## src/design/bdlp_pkg.sv

```systemverilog
// Package: event codes, level codes, register map and reset values for the debounce core.
package bdlp_pkg;

    // Event codes carried in the result transaction
    typedef logic [1:0] event_code_t;
    localparam event_code_t EV_NONE  = 2'd0;
    localparam event_code_t EV_SHORT = 2'd1;
    localparam event_code_t EV_LONG  = 2'd2;
    localparam event_code_t EV_RAMP  = 2'd3;

    // Button levels (active low)
    localparam logic LEVEL_PRESSED  = 1'b0;
    localparam logic LEVEL_RELEASED = 1'b1;

    // Counter widths and saturation limit
    localparam int unsigned DEB_W  = 8;
    localparam int unsigned HOLD_W = 16;
    localparam int unsigned DIV_W  = 8;
    localparam logic [HOLD_W-1:0] HOLD_MAX = 16'hFFFF;

    // Register map: index = paddr[3:2]
    localparam int unsigned ADDR_W = 4;
    typedef logic [1:0] reg_idx_t;
    localparam reg_idx_t REG_DEBOUNCE_TICKS   = 2'd0;
    localparam reg_idx_t REG_LONG_PRESS_TICKS = 2'd1;
    localparam reg_idx_t REG_RAMP_INTERVAL    = 2'd2;

    // Register reset values
    localparam logic [DEB_W-1:0]  DEBOUNCE_TICKS_RST   = 8'd4;
    localparam logic [HOLD_W-1:0] LONG_PRESS_TICKS_RST = 16'd100;
    localparam logic [DIV_W-1:0]  RAMP_INTERVAL_RST    = 8'd4;

endpackage

```

## src/design/button_debounce_long_press_core.sv

```systemverilog
// Button debouncer with short press, long press and ramp-step event detection.
//
// Each input transaction is one tick carrying the raw active-low button level;
// each produces exactly one result transaction with an event code and the
// debounced level. The core takes one tick per cycle when the result is not
// stalled: a tick is held in an input register, then one pass of counter
// compares and increments updates the debounce, hold and ramp state and loads
// the result register. A stalled result does not block input acceptance until
// both the input and result registers are full.
// Configuration registers (APB, byte addresses 0x0, 0x4, 0x8) must be written
// only while no ticks are in flight.
module button_debounce_long_press_core
    import bdlp_pkg::*;
(
    input  logic              clk,
    input  logic              rst_n,
    // Tick input
    input  logic              s_tvalid,
    output logic              s_tready,
    input  logic [7:0]        s_tdata,   // [0] raw_level, [7:1] zero
    // Result output
    output logic              m_tvalid,
    input  logic              m_tready,
    output logic [7:0]        m_tdata,   // [1:0] event_code, [2] pressed_level, [7:3] zero
    // APB configuration port
    input  logic              psel,
    input  logic              penable,
    input  logic              pwrite,
    input  logic [ADDR_W-1:0] paddr,
    input  logic [31:0]       pwdata,
    output logic [31:0]       prdata,
    output logic              pready
);

    // Configuration registers
    logic [DEB_W-1:0]  debounce_ticks_reg;
    logic [HOLD_W-1:0] long_press_ticks_reg;
    logic [DIV_W-1:0]  ramp_interval_reg;

    // Pipeline registers
    logic              in_valid_reg;
    logic              in_level_reg;
    logic              out_valid_reg;
    event_code_t       out_event_reg;
    logic              out_level_reg;

    // Button state
    logic              stable_level_reg,   stable_level_next;
    logic [DEB_W-1:0]  mismatch_count_reg, mismatch_count_next;
    logic [HOLD_W-1:0] hold_count_reg,     hold_count_next;
    logic              ramp_active_reg,    ramp_active_next;
    logic [DIV_W-1:0]  ramp_divider_reg,   ramp_divider_next;
    event_code_t       event_next;

    logic              s_accept;
    logic              advance;
    logic              cfg_write;
    reg_idx_t          cfg_idx;

    assign advance  = in_valid_reg && (!out_valid_reg || m_tready);
    assign s_tready = !in_valid_reg || advance;
    assign s_accept = s_tvalid && s_tready;

    assign m_tvalid = out_valid_reg;
    assign m_tdata  = {5'd0, out_level_reg, out_event_reg};

    // APB access
    assign pready    = 1'b1;
    assign cfg_idx   = paddr[3:2];
    assign cfg_write = psel && penable && pwrite && pready;

    always_comb
    begin
        case (cfg_idx)
            REG_DEBOUNCE_TICKS:   prdata = {24'd0, debounce_ticks_reg};
            REG_LONG_PRESS_TICKS: prdata = {16'd0, long_press_ticks_reg};
            REG_RAMP_INTERVAL:    prdata = {24'd0, ramp_interval_reg};
            default:              prdata = 32'd0;
        endcase
    end

    always_ff @(posedge clk or negedge rst_n)
    begin
        if (!rst_n)
        begin
            debounce_ticks_reg   <= DEBOUNCE_TICKS_RST;
            long_press_ticks_reg <= LONG_PRESS_TICKS_RST;
            ramp_interval_reg    <= RAMP_INTERVAL_RST;
        end
        else if (cfg_write)
        begin
            case (cfg_idx)
                REG_DEBOUNCE_TICKS:   debounce_ticks_reg   <= pwdata[DEB_W-1:0];
                REG_LONG_PRESS_TICKS: long_press_ticks_reg <= pwdata[HOLD_W-1:0];
                REG_RAMP_INTERVAL:    ramp_interval_reg    <= pwdata[DIV_W-1:0];
                default:              ;
            endcase
        end
    end

    // Debounce, hold and ramp update for the tick in the input register
    always_comb
    begin
        logic [DEB_W-1:0] mc_inc;
        logic [DIV_W-1:0] div_inc;

        stable_level_next   = stable_level_reg;
        mismatch_count_next = mismatch_count_reg;
        hold_count_next     = hold_count_reg;
        ramp_active_next    = ramp_active_reg;
        ramp_divider_next   = ramp_divider_reg;
        event_next          = EV_NONE;
        mc_inc              = mismatch_count_reg + DEB_W'(1);
        div_inc             = ramp_divider_reg + DIV_W'(1);

        // Level change after a full mismatch streak
        if (in_level_reg != stable_level_reg)
        begin
            mismatch_count_next = mc_inc;
            if (mc_inc >= debounce_ticks_reg)
            begin
                mismatch_count_next = '0;
                stable_level_next   = in_level_reg;
                if (in_level_reg == LEVEL_PRESSED)
                begin
                    hold_count_next   = '0;
                    ramp_active_next  = 1'b0;
                    ramp_divider_next = '0;
                end
                else
                begin
                    event_next       = ramp_active_reg ? EV_LONG : EV_SHORT;
                    ramp_active_next = 1'b0;
                end
            end
        end
        else
        begin
            mismatch_count_next = '0;
        end

        // Hold counting and ramp steps while pressed
        if (stable_level_next == LEVEL_PRESSED)
        begin
            if (hold_count_next < HOLD_MAX)
            begin
                hold_count_next = hold_count_next + HOLD_W'(1);
            end
            if (!ramp_active_next)
            begin
                if (hold_count_next >= long_press_ticks_reg)
                begin
                    ramp_active_next  = 1'b1;
                    ramp_divider_next = '0;
                end
            end
            else
            begin
                // ramp was active before this tick, so divider is unchanged
                ramp_divider_next = div_inc;
                if (div_inc >= ramp_interval_reg)
                begin
                    ramp_divider_next = '0;
                    event_next        = EV_RAMP;
                end
            end
        end
    end

    // Pipeline control and state registers
    always_ff @(posedge clk or negedge rst_n)
    begin
        if (!rst_n)
        begin
            in_valid_reg       <= 1'b0;
            out_valid_reg      <= 1'b0;
            stable_level_reg   <= LEVEL_RELEASED;
            mismatch_count_reg <= '0;
            hold_count_reg     <= '0;
            ramp_active_reg    <= 1'b0;
            ramp_divider_reg   <= '0;
        end
        else
        begin
            if (s_accept)
            begin
                in_valid_reg <= 1'b1;
            end
            else if (advance)
            begin
                in_valid_reg <= 1'b0;
            end

            if (advance)
            begin
                out_valid_reg      <= 1'b1;
                stable_level_reg   <= stable_level_next;
                mismatch_count_reg <= mismatch_count_next;
                hold_count_reg     <= hold_count_next;
                ramp_active_reg    <= ramp_active_next;
                ramp_divider_reg   <= ramp_divider_next;
            end
            else if (m_tready)
            begin
                out_valid_reg <= 1'b0;
            end
        end
    end

    // Payload registers
    always_ff @(posedge clk)
    begin
        if (s_accept)
        begin
            in_level_reg <= s_tdata[0];
        end
        if (advance)
        begin
            out_event_reg <= event_next;
            out_level_reg <= stable_level_next;
        end
    end

    // Ramp steps are only reported while the button is held
    assert property (@(posedge clk) disable iff (!rst_n)
        out_valid_reg && (out_event_reg == EV_RAMP) |-> out_level_reg == LEVEL_PRESSED)
        else $error("ramp step reported with button released");

    // Press-end events are only reported with the button released
    assert property (@(posedge clk) disable iff (!rst_n)
        out_valid_reg && ((out_event_reg == EV_SHORT) || (out_event_reg == EV_LONG))
        |-> out_level_reg == LEVEL_RELEASED)
        else $error("press end reported with button still held");

    // Ramping is never left active after a release
    assert property (@(posedge clk) disable iff (!rst_n)
        ramp_active_reg |-> stable_level_reg == LEVEL_PRESSED)
        else $error("ramp active while released");

    // An empty result register never blocks the input
    assert property (@(posedge clk) disable iff (!rst_n)
        !out_valid_reg |-> s_tready)
        else $error("input stalled with empty result register");

endmodule

```

## config.mk

```make
export PLATFORM = sky130hd
export DESIGN_NAME = button_debounce_long_press_core
export DESIGN_NICKNAME = d
export VERILOG_FILES = /design/src/design/bdlp_pkg.sv /design/src/design/button_debounce_long_press_core.sv
export SDC_FILE = /design/constraint.sdc
export NUM_CORES = 1
export LEC_CHECK = 0
export BUFFER_PORTS_ARGS = -buffer_cell sky130_fd_sc_hd__buf_2
export CAP_MARGIN = 40
export CORE_AREA = 2 2 107 109
export DETAILED_ROUTE_END_ITERATION = 6
export DIE_AREA = 0 0 109 111
export GPL_TIMING_DRIVEN = 0
export PLACE_DENSITY_LB_ADDON = 0.08
export SLEW_MARGIN = 20
export SYNTH_ARGS = -nofsm -noshare
export SYNTH_HDL_FRONTEND = slang
export SYNTH_SLANG_ARGS = --single-unit
```

## constraint.sdc

```tcl
create_clock -name clk -period 7 [get_ports clk]
set_input_delay 0.7 -clock clk [delete_from_list [all_inputs] [get_ports clk]]
set_output_delay 0.7 -clock clk [all_outputs]
set_load 0.02 [all_outputs]
```

==> impl_metrics.csv, run 1 <==
group,metric,value,unit
critical_path,cp_max_fo,10,
timing,max_freq,161,MHz
pwr,p_comb_share,31.0,%
timing,tns,0,ns
clock_network,clock-root-buffer,"clkbuf_16",
clock_network,worstSkewPairLatency,0.33,ns
floorplan,core-area,11100,um^2
yosys,yosysWarnings,0,
global_route,grt_pass1_vias,3765,
layout,antenna_cells,0,
yosys,yosysUniqueCellTypes,63,
clock_network,numCtsBuffers,9,
pwr,pwr_density_cell,252,nW/um^2
placed_design,pre_cts_ws,0.809,ns
yosys,yosysMostFrequentCell,"dfrtp_1",
detailed_routing,drt-total-wl,11500,um
placed_design,gp_congestion,0.871,
timing,rsz0062_at_grt,"false",
critical_path,regToRegSetupSlack,0.77,ns
detailed_routing,drc_errors,0,
yosys,synth_area,4840,um^2
detailed_routing,wl_per_cell,15.4,um
yosys,synthArstFlopShare,94.4,%
critical_path,required,7.27,ns
detailed_routing,ant_nets,0,
placed_design,dpl_cell_area,5350,um^2
global_route,overflow,0,
global_route,antenna_found_initial,0,
pwr,p_sw_share,34.2,%
pwr,p_clk_share,30.4,%
floorplan,num_rows,39,
critical_path,crit_path_end_kind,"flip-flop",
clock_network,htree_levels,3,
floorplan,die-height,111,um
clock_network,clkSinkCount,72,
yosys,ys.flop_type,"dfrtp_1",
floorplan,initial_core_util,43.7,%
critical_path,worstSetupPathType,"flip-flop to flip-flop",
timing,worst-slew-pin-transition,0.694,ns
critical_path,cp_slowest_stage_delay,0.43,ns
critical_path,startpoint_type,"flip-flop",
critical_path,timing.critical_path.mode_cell,"ha_1",
global_route,grt_use_met1,28.1,%
global_route,grt.busiest_layer,"met2",
critical_path,crit_buf_inv,2,
placed_design,hpwlAfterDp,8940,um
yosys,yosysSeqAreaShare,37.8,%
critical_path,crit_family,"compound AO/OA/AOI/OAI gates",
layout,fin_area,5620,um^2
flow_run,drv_cap,0,
critical_path,worst_path_max_delay_cell,"dfrtp_1",
yosys,synthCells,522,
yosys,yosys-top-cells-area,"dfrtp_1, ha_1, nand2_1",
clock_network,hold_buffers,0,
timing,finalCriticalPeriod,6.23,ns
clock_network,cts_setup_buffers,0,
global_route,use_met3,2.59,%
pwr,intPower,0.000933,W
clock_network,clock_path_buffers,2,
clock_network,postCtsResizedCells,0,
pwr,peakVddDrop,0.0000882,V
layout,layout-drive-gt1-share,21.0,%
timing,period_share,88.9,%
critical_path,cp.arrival,6.50,ns
detailed_routing,dr_total_vias,3921,
yosys,synthTopCellsByCount,"dfrtp_1, nand2_1, o21ai_0",
global_route,grt_use_met2,31.5,%
pwr,pwr-share-seq,38.6,%
run_status,outcome,"completed",
placed_design,portBuffers,46,
layout,syn_to_final_growth,16.1,%
clock_network,clk_pin_slew,0.06,ns
clock_network,cts_tree,"built",
hold_path,hold_path.class,"primary input to asynchronous set/reset pin",
timing,drv_slew,0,
pwr,p_leak,2.74,nW
yosys,synth_top_area_cell,"dfrtp_1",
yosys,ys_seq_elements,72,
global_route,grt_usage,20.1,%
global_route,grt_max_degree,41,
timing,setup_ws,0.774,ns
detailed_routing,viasPerCell,5.24,
detailed_routing,drt_first_pass_iters,5,
layout,nNetsFinal,686,
floorplan,io_pins,94,
yosys,synth_edf_count,4,
yosys,yosys.area.top_type_share,32.0,%
timing,setup_violations,0,
yosys,postSynthAreaPerCell,9.28,um^2
global_route,grt_pass1_wl,18800,um
floorplan,fp.dieW,109,um
floorplan,die_area,12100,um^2
timing,fin_skew,0.00619,ns
timing,slew_headroom,53.6,%
detailed_routing,drt-initial-drc-count,191,
timing,hold_viol_final,0,
pwr,p_switching,0.000485,W
[final timing paths]
kind / start / end / cells past startpoint
min in group clk: hold_count_reg[0] / hold_count_reg[0] / 1
hold / removal: rst_n / ramp_interval_reg[0] / 1
hold reg to reg: hold_count_reg[0] / hold_count_reg[0] / 1
setup / recovery: mismatch_count_reg[0] / ramp_divider_reg[0] / 26
setup reg to reg: mismatch_count_reg[0] / ramp_divider_reg[0] / 26
max in group asynchronous: rst_n / stable_level_reg / 2
[per-stage QoR]
stage | hold slack [ns] | utilization, % | power (W) | instances
after floorplan | 0.404 | - | 0.000865 | 542
after global placement | 0.477 | 48.1 | 0.000981 | 731
after detailed placement | 0.494 | 48.3 | 0.000998 | 732
after CTS | 0.306 | 50.8 | 0.00143 | 748
after global routing | 0.326 | 50.8 | 0.00152 | 748
final | 0.288 | 50.8 | 0.00142 | 748
[layout make-up]
type                            instances  area, um^2
Clock inverter                          1        5.00
Clock buffer                           15         268
Multi-Input combinational cell        389        2670
Fill cell                            1075        5450
Timing Repair Buffer                   47         253
Sequential cell                        72        1830
Tap cell                              143         179
Inverter                               38         143
Buffer                                 43         282
[worst register-to-register path: stages, from the launching register on]
cell,delay (ns)
dfrtp_1,0.43
ha_1,0.24
nand3_1,0.13
nor2_1,0.08
xor2_1,0.16
ha_1,0.30
nand2_1,0.05
o21ai_1,0.34
a21o_1,0.21
buf_6,0.19
nand2_2,0.13
and2_1,0.25
ha_1,0.28
nand2_1,0.19
nor4_1,0.09
nor2b_1,0.36
o311a_1,0.26
buf_2,0.23
nand2_1,0.10
xor2_1,0.29
ha_1,0.30
and3_1,0.16
a221oi_1,0.27
o211ai_1,0.16
a221o_2,0.41
o21ai_2,0.34
mux2_2,0.23
[per-layer routing]
metal  routed length, um  vias to the layer above
met4                 195                        0
li1                    -                     1957
met3                 427                       15
met5                   0                        -
met1                5540                     1873
met2                5360                       76
[power groups by stage]
stage / clock [W] / combinational [W] / sequential, W
final: 0.000430 / 0.000440 / 0.000547
after detailed placement: 0 / 0.000443 / 0.000554
after global placement: 0 / 0.000431 / 0.000551
after floorplan: 0 / 0.000326 / 0.000538
after global routing: 0.000454 / 0.000503 / 0.000559
after CTS: 0.000438 / 0.000446 / 0.000548
[kinds of logic after synthesis]
kind of cell | Yosys count | share of synthesized area [%]
AO/OA/AOI/OAI | 128 | 18.4
XOR/XNOR | 27 | 4.88
adder cells (fa/ha/maj) | 35 | 9.04
buffers and inverters | 81 | 8.76
flip-flops | 72 | 37.8
multiplexers | 24 | 5.32
other | 2 | 0.155
AND/OR/NAND/NOR | 153 | 15.7
[cells in the final DEF, fill, tap and decap left out, types with 17 or more instances in the layout]
master | synthesis | layout
o21ai_0 | 41 | 41
buf_4 | 26 | 27
inv_1 | 38 | 38
a21oi_1 | 19 | 19
buf_2 | 5 | 50
nand2_1 | 58 | 58
nor2_1 | 22 | 22
nand3_1 | 17 | 17
ha_1 | 35 | 35
dfrtp_1 | 62 | 62
conb_1 | 2 | 22
Note: power is estimated with default switching activity, not from simulation.
==> inputs of run 2 (changes only) <==
--- a/config.mk
+++ b/config.mk
@@ -9,5 +9,5 @@
 export CAP_MARGIN = 40
-export CORE_AREA = 2 2 107 109
+export CORE_AREA = 2 2 137 86
 export DETAILED_ROUTE_END_ITERATION = 6
-export DIE_AREA = 0 0 109 111
+export DIE_AREA = 0 0 139 88
 export GPL_TIMING_DRIVEN = 0
--- a/constraint.sdc
+++ b/constraint.sdc
@@ -3,2 +3,2 @@
 set_output_delay 0.7 -clock clk [all_outputs]
-set_load 0.02 [all_outputs]
+set_load 0.1 [all_outputs]
==> impl_metrics.csv, run 2 (synthesis results as in run 1) <==
group,metric,value,unit
clock_network,cts_tree,"built",
timing,setup_ws,0.453,ns
layout,final_common_cell,"dfrtp_1",
timing,period_share,93.5,%
pwr,p_clk_share,28.2,%
layout,post-route-util,51.5,%
detailed_routing,viasPerCell,5.38,
floorplan,die-height,88,um
hold_path,hold_path.class,"primary input to asynchronous set/reset pin",
pwr,p_leak,2.75,nW
critical_path,cp.arrival,6.82,ns
clock_network,clock-root-buffer,"clkbuf_16",
detailed_routing,drt_first_pass_iters,5,
critical_path,worstRegToRegCells,26,
floorplan,initial_core_util,44.2,%
layout,antenna_cells,0,
pwr,intPower,0.000949,W
global_route,grt_usage,21.0,%
timing,slew_headroom,50.0,%
pwr,p_sw_share,40.1,%
detailed_routing,wl_per_cell,16.5,um
floorplan,core-area,11000,um^2
detailed_routing,dr_total_vias,4026,
timing,fin_skew,0.00645,ns
floorplan,die_area,12200,um^2
critical_path,required,7.27,ns
pwr,pwr-share-seq,34.7,%
placed_design,portBuffers,46,
critical_path,cp_max_fo,10,
layout,syn_to_final_growth,16.5,%
clock_network,worstSkewPairLatency,0.34,ns
clock_network,cts_setup_buffers,0,
placed_design,dp.cells,733,
placed_design,pre_cts_ws,0.514,ns
detailed_routing,drc_errors,0,
layout,final_cell_mix,"dfrtp_1, nand2_1, buf_2",
global_route,grt_pass1_wl,19800,um
flow_run,drv_cap,0,
global_route,grt_pass1_vias,3750,
clock_network,clkSinkCount,72,
critical_path,crit_buf_inv,2,
pwr,peakVddDrop,0.000134,V
critical_path,worstSetupPathType,"flip-flop to flip-flop",
critical_path,cp_slowest_stage_delay,0.44,ns
clock_network,clock_path_buffers,2,
floorplan,io_pins,94,
placed_design,gp_congestion,0.877,
clock_network,postCtsResizedCells,0,
timing,drv_slew,0,
detailed_routing,drt-initial-drc-count,257,
pwr,pwr_density_cell,281,nW/um^2
placed_design,hpwlAfterDp,9680,um
timing,worst-slew-pin-transition,0.744,ns
pwr,p_switching,0.000636,W
global_route,antenna_found_initial,0,
detailed_routing,ant_nets,0,
critical_path,regToRegSetupSlack,0.45,ns
critical_path,timing.critical_path.mode_cell,"ha_1",
floorplan,num_rows,30,
critical_path,crit_family,"compound AO/OA/AOI/OAI gates",
detailed_routing,drt-total-wl,12300,um
timing,setup_violations,0,
clock_network,clk_pin_slew,0.05,ns
layout,filler_cell_count,1038,
critical_path,crit_path_end_kind,"flip-flop",
timing,max_freq,153,MHz
pwr,p_comb_share,37.1,%
global_route,grt_max_degree,45,
critical_path,worst_path_max_delay_cell,"dfrtp_1",
critical_path,reg2reg_to,"ramp_divider_reg[0]",
layout,regArea,1830,um^2
clock_network,hold_buffers,0,
layout,nNetsFinal,686,
timing,rsz0062_at_grt,"false",
timing,hold_viol_final,0,
clock_network,htree_levels,3,
floorplan,fp.dieW,139,um
timing,finalCriticalPeriod,6.55,ns
timing,tns,0,ns
critical_path,startpoint_type,"flip-flop",
layout,fin_cells,749,
global_route,overflow,0,
layout,layout-drive-gt1-share,21.2,%
critical_path,r2r_start,"mismatch_count_reg[0]",
layout,multi_input_area,2670,um^2
clock_network,numCtsBuffers,9,
run_status,outcome,"completed",
## run 2: cell count changes in the layout (fill, tap and decap cells not counted), sizes merged
cell    delta
clkbuf     -3
bufinv     +1
clkinv     +2
## run 2: worst reg2reg max path: stages (launching register included)
cell and delay [ns]:
dfrtp_1 0.44, ha_1 0.22, nand3_1 0.13, nor2_1 0.15, xor2_1 0.30, ha_1 0.20
nand2_1 0.06, o21ai_1 0.39, a21o_1 0.21, buf_6 0.20, nand2_2 0.13, and2_1 0.24
ha_1 0.28, nand2_1 0.18, nor4_1 0.08, nor2b_1 0.42, o311a_1 0.29, buf_2 0.24
nand2_1 0.09, xor2_1 0.26, ha_1 0.30, and3_1 0.16, a221oi_1 0.33, o211ai_1 0.14
a221o_2 0.43, o21ai_2 0.36, mux2_2 0.24
## run 2: layer usage
metal  vias up  share of wire, %  global-route usage, %
li1       1960                 -                      -
met1      1916                52                   31.8
met2       142                39                   29.4
met3         8               7.9                   6.07
met4         0              0.75                   5.05
met5         -                 0                      0
## run 2: how the worst max path moves through the flow
stage / startpoint / end / slack (ns) / depth (start not counted)
detailed placement: mismatch_count_reg[0] / ramp_divider_reg[0] / 0.51 / 26
global route: mismatch_count_reg[0] / ramp_divider_reg[0] / 0.06 / 27
global placement: mismatch_count_reg[0] / ramp_divider_reg[0] / 0.72 / 26
CTS: mismatch_count_reg[0] / ramp_divider_reg[0] / 0.48 / 26
floorplan: mismatch_count_reg[0] / ramp_divider_reg[0] / 1.82 / 26
finish: mismatch_count_reg[0] / ramp_divider_reg[0] / 0.45 / 26
## run 2: cell type report
| class | instances | area share, % |
|---|---|---|
| Tap cell | 144 | 3.19 |
| Multi-Input combinational cell | 389 | 47.3 |
| Clock buffer | 12 | 4.19 |
| Clock inverter | 4 | 0.798 |
| Timing Repair Buffer | 47 | 4.61 |
| Buffer | 43 | 4.99 |
| Inverter | 38 | 2.53 |
| Sequential cell | 72 | 32.4 |
## run 2: through the flow
stage          instance area, um^2  power, W  hold slack, ns
6_report                      5640   0.00159           0.275
3_5_place_dp                  5360   0.00114           0.481
5_1_grt                       5640   0.00167           0.293
3_3_place_gp                  5330   0.00113           0.482
2_1_floorplan                 4920   0.00100           0.404
4_1_cts                       5640   0.00160           0.281
## run 2: power by group through the flow
stage	registers (W)	logic, W	clock network, W
2_1_floorplan	0.000546	0.000459	0
3_3_place_gp	0.000554	0.000572	0
3_5_place_dp	0.000557	0.000586	0
4_1_cts	0.000550	0.000588	0.000459
5_1_grt	0.000560	0.000641	0.000472
6_report	0.000550	0.000588	0.000447
==> inputs of run 3 (changes only) <==
- CTS_BUF_LIST: unset -> sky130_fd_sc_hd__clkbuf_8
==> impl_metrics.csv, run 3 (synthesis results as in run 1) <==
group,metric,value,unit
global_route,antenna_found_initial,0,
timing,tns,0,ns
clock_network,numCtsBuffers,9,
timing,setup_violations,0,
critical_path,timing.critical_path.mode_cell,"ha_1",
global_route,grt_use_met1,31.6,%
clock_network,clkSinkCount,72,
critical_path,startpoint_type,"flip-flop",
detailed_routing,drt-initial-drc-count,203,
clock_network,clock_path_buffers,2,
layout,antenna_cells,0,
detailed_routing,drc_errors,0,
timing,rsz0062_at_grt,"false",
placed_design,hpwlAfterDp,9680,um
critical_path,crit_path_end_kind,"flip-flop",
critical_path,r2r_start,"mismatch_count_reg[0]",
timing,setup_ws,0.457,ns
placed_design,dp.cells,733,
layout,syn_to_final_growth,14.4,%
timing,max_freq,153,MHz
layout,post-route-util,50.5,%
global_route,overflow,0,
critical_path,reg2reg_to,"ramp_divider_reg[0]",
timing,period_share,93.5,%
timing,worst-slew-pin-transition,0.741,ns
timing,holdWs,0.249,ns
clock_network,worstSkewPairLatency,0.36,ns
detailed_routing,viasPerCell,5.38,
global_route,grt_pass1_vias,3749,
layout,layout-drive-gt1-share,21.2,%
pwr,pwr_density_cell,262,nW/um^2
run_status,outcome,"completed",
flow_run,drv_cap,0,
clock_network,postCtsResizedCells,0,
floorplan,io_pins,94,
critical_path,worst_path_max_delay_cell,"dfrtp_1",
detailed_routing,dr_total_vias,4026,
global_route,grt.busiest_layer,"met1",
layout,fin_cells,749,
detailed_routing,drt_first_pass_iters,5,
clock_network,cts_setup_buffers,0,
critical_path,cp.arrival,6.84,ns
placed_design,portBuffers,46,
layout,final_common_cell,"dfrtp_1",
critical_path,crit_buf_inv,2,
critical_path,regToRegSetupSlack,0.46,ns
layout,final_cell_mix,"dfrtp_1, nand2_1, buf_2",
placed_design,pre_cts_ws,0.514,ns
pwr,p_leak,2.71,nW
placed_design,gp_congestion,0.877,
floorplan,fp.dieW,139,um
detailed_routing,ant_nets,0,
critical_path,worstRegToRegCells,26,
global_route,grt_pass1_wl,19700,um
timing,drv_slew,0,
hold_path,hold_path.class,"primary input to asynchronous set/reset pin",
clock_network,hold_buffers,0,
critical_path,worstSetupPathType,"flip-flop to flip-flop",
detailed_routing,drt-total-wl,12300,um
floorplan,core-area,11000,um^2
detailed_routing,wl_per_cell,16.4,um
critical_path,cp_max_fo,10,
global_route,grt_usage,20.9,%
clock_network,cts_tree,"built",
floorplan,die_area,12200,um^2
critical_path,crit_family,"compound AO/OA/AOI/OAI gates",
clock_network,clk_pin_slew,0.07,ns
timing,slew_headroom,50.2,%
critical_path,required,7.30,ns
critical_path,cp_slowest_stage_delay,0.45,ns
layout,nNetsFinal,686,
floorplan,die-height,88,um
timing,fin_skew,0.0100,ns
clock_network,htree_levels,3,
clock_network,clock-root-buffer,"clkbuf_8",
pwr,peakVddDrop,0.000141,V
global_route,grt_max_degree,45,
floorplan,num_rows,30,
timing,finalCriticalPeriod,6.54,ns
global_route,use_met3,5.74,%
floorplan,initial_core_util,44.2,%
global_route,grt_use_met2,29.6,%
timing,hold_viol_final,0,
==> run 3: changes by cell type in the layout (fill, tap and decap cells not counted) <==
| cell | before | now |
|---|---|---|
| clkbuf_8 | 0 | 9 |
| clkbuf_16 | 9 | 0 |
| clkbuf_1 | 9 | 6 |
| inv_1 | 38 | 41 |
==> run 3: where the power goes <==
part           switching [W]  leakage, nW  total [W]  internal, W
clock network       0.000157        0.107   0.000316     0.000159
logic               0.000408         1.71   0.000588     0.000179
registers          0.0000555        0.899   0.000550     0.000495
total               0.000621         2.71    0.00145     0.000833
==> run 3: how the worst max path moves through the flow <==
stage                     slack (ns)                   to             startpoint  cells after the start
final                           0.46  ramp_divider_reg[0]  mismatch_count_reg[0]                     26
after global routing            0.05  ramp_divider_reg[0]  mismatch_count_reg[0]                     26
after CTS                       0.46  ramp_divider_reg[0]  mismatch_count_reg[0]                     26
after detailed placement        0.51  ramp_divider_reg[0]  mismatch_count_reg[0]                     26
after global placement          0.72  ramp_divider_reg[0]  mismatch_count_reg[0]                     26
after floorplan                 1.82  ramp_divider_reg[0]  mismatch_count_reg[0]                     26
==> run 3: layout make-up <==
class                   instances  area (um^2)
plain buffers                  43          282
clock buffers                   9          124
clock inverters                 7         56.3
fillers                      1052         5420
inverters                      38          143
multi-input cells             389         2670
flip-flops and latches         72         1830
well taps                     144          180
repair buffers                 47          260
==> run 3: metal layers <==
metal | vias to the layer above | part of all wire [%]
li1 | 1956 | -
met1 | 1937 | 53
met2 | 124 | 39
met3 | 9 | 7.2
met4 | 0 | 0.72
met5 | - | 0
==> run 3: per-stage QoR <==
step           total power (W)  instance area, um^2
4_1_cts                0.00146                 5540
2_1_floorplan          0.00100                 4920
3_5_place_dp           0.00114                 5360
3_3_place_gp           0.00113                 5330
5_1_grt                0.00154                 5540
6_report               0.00145                 5540
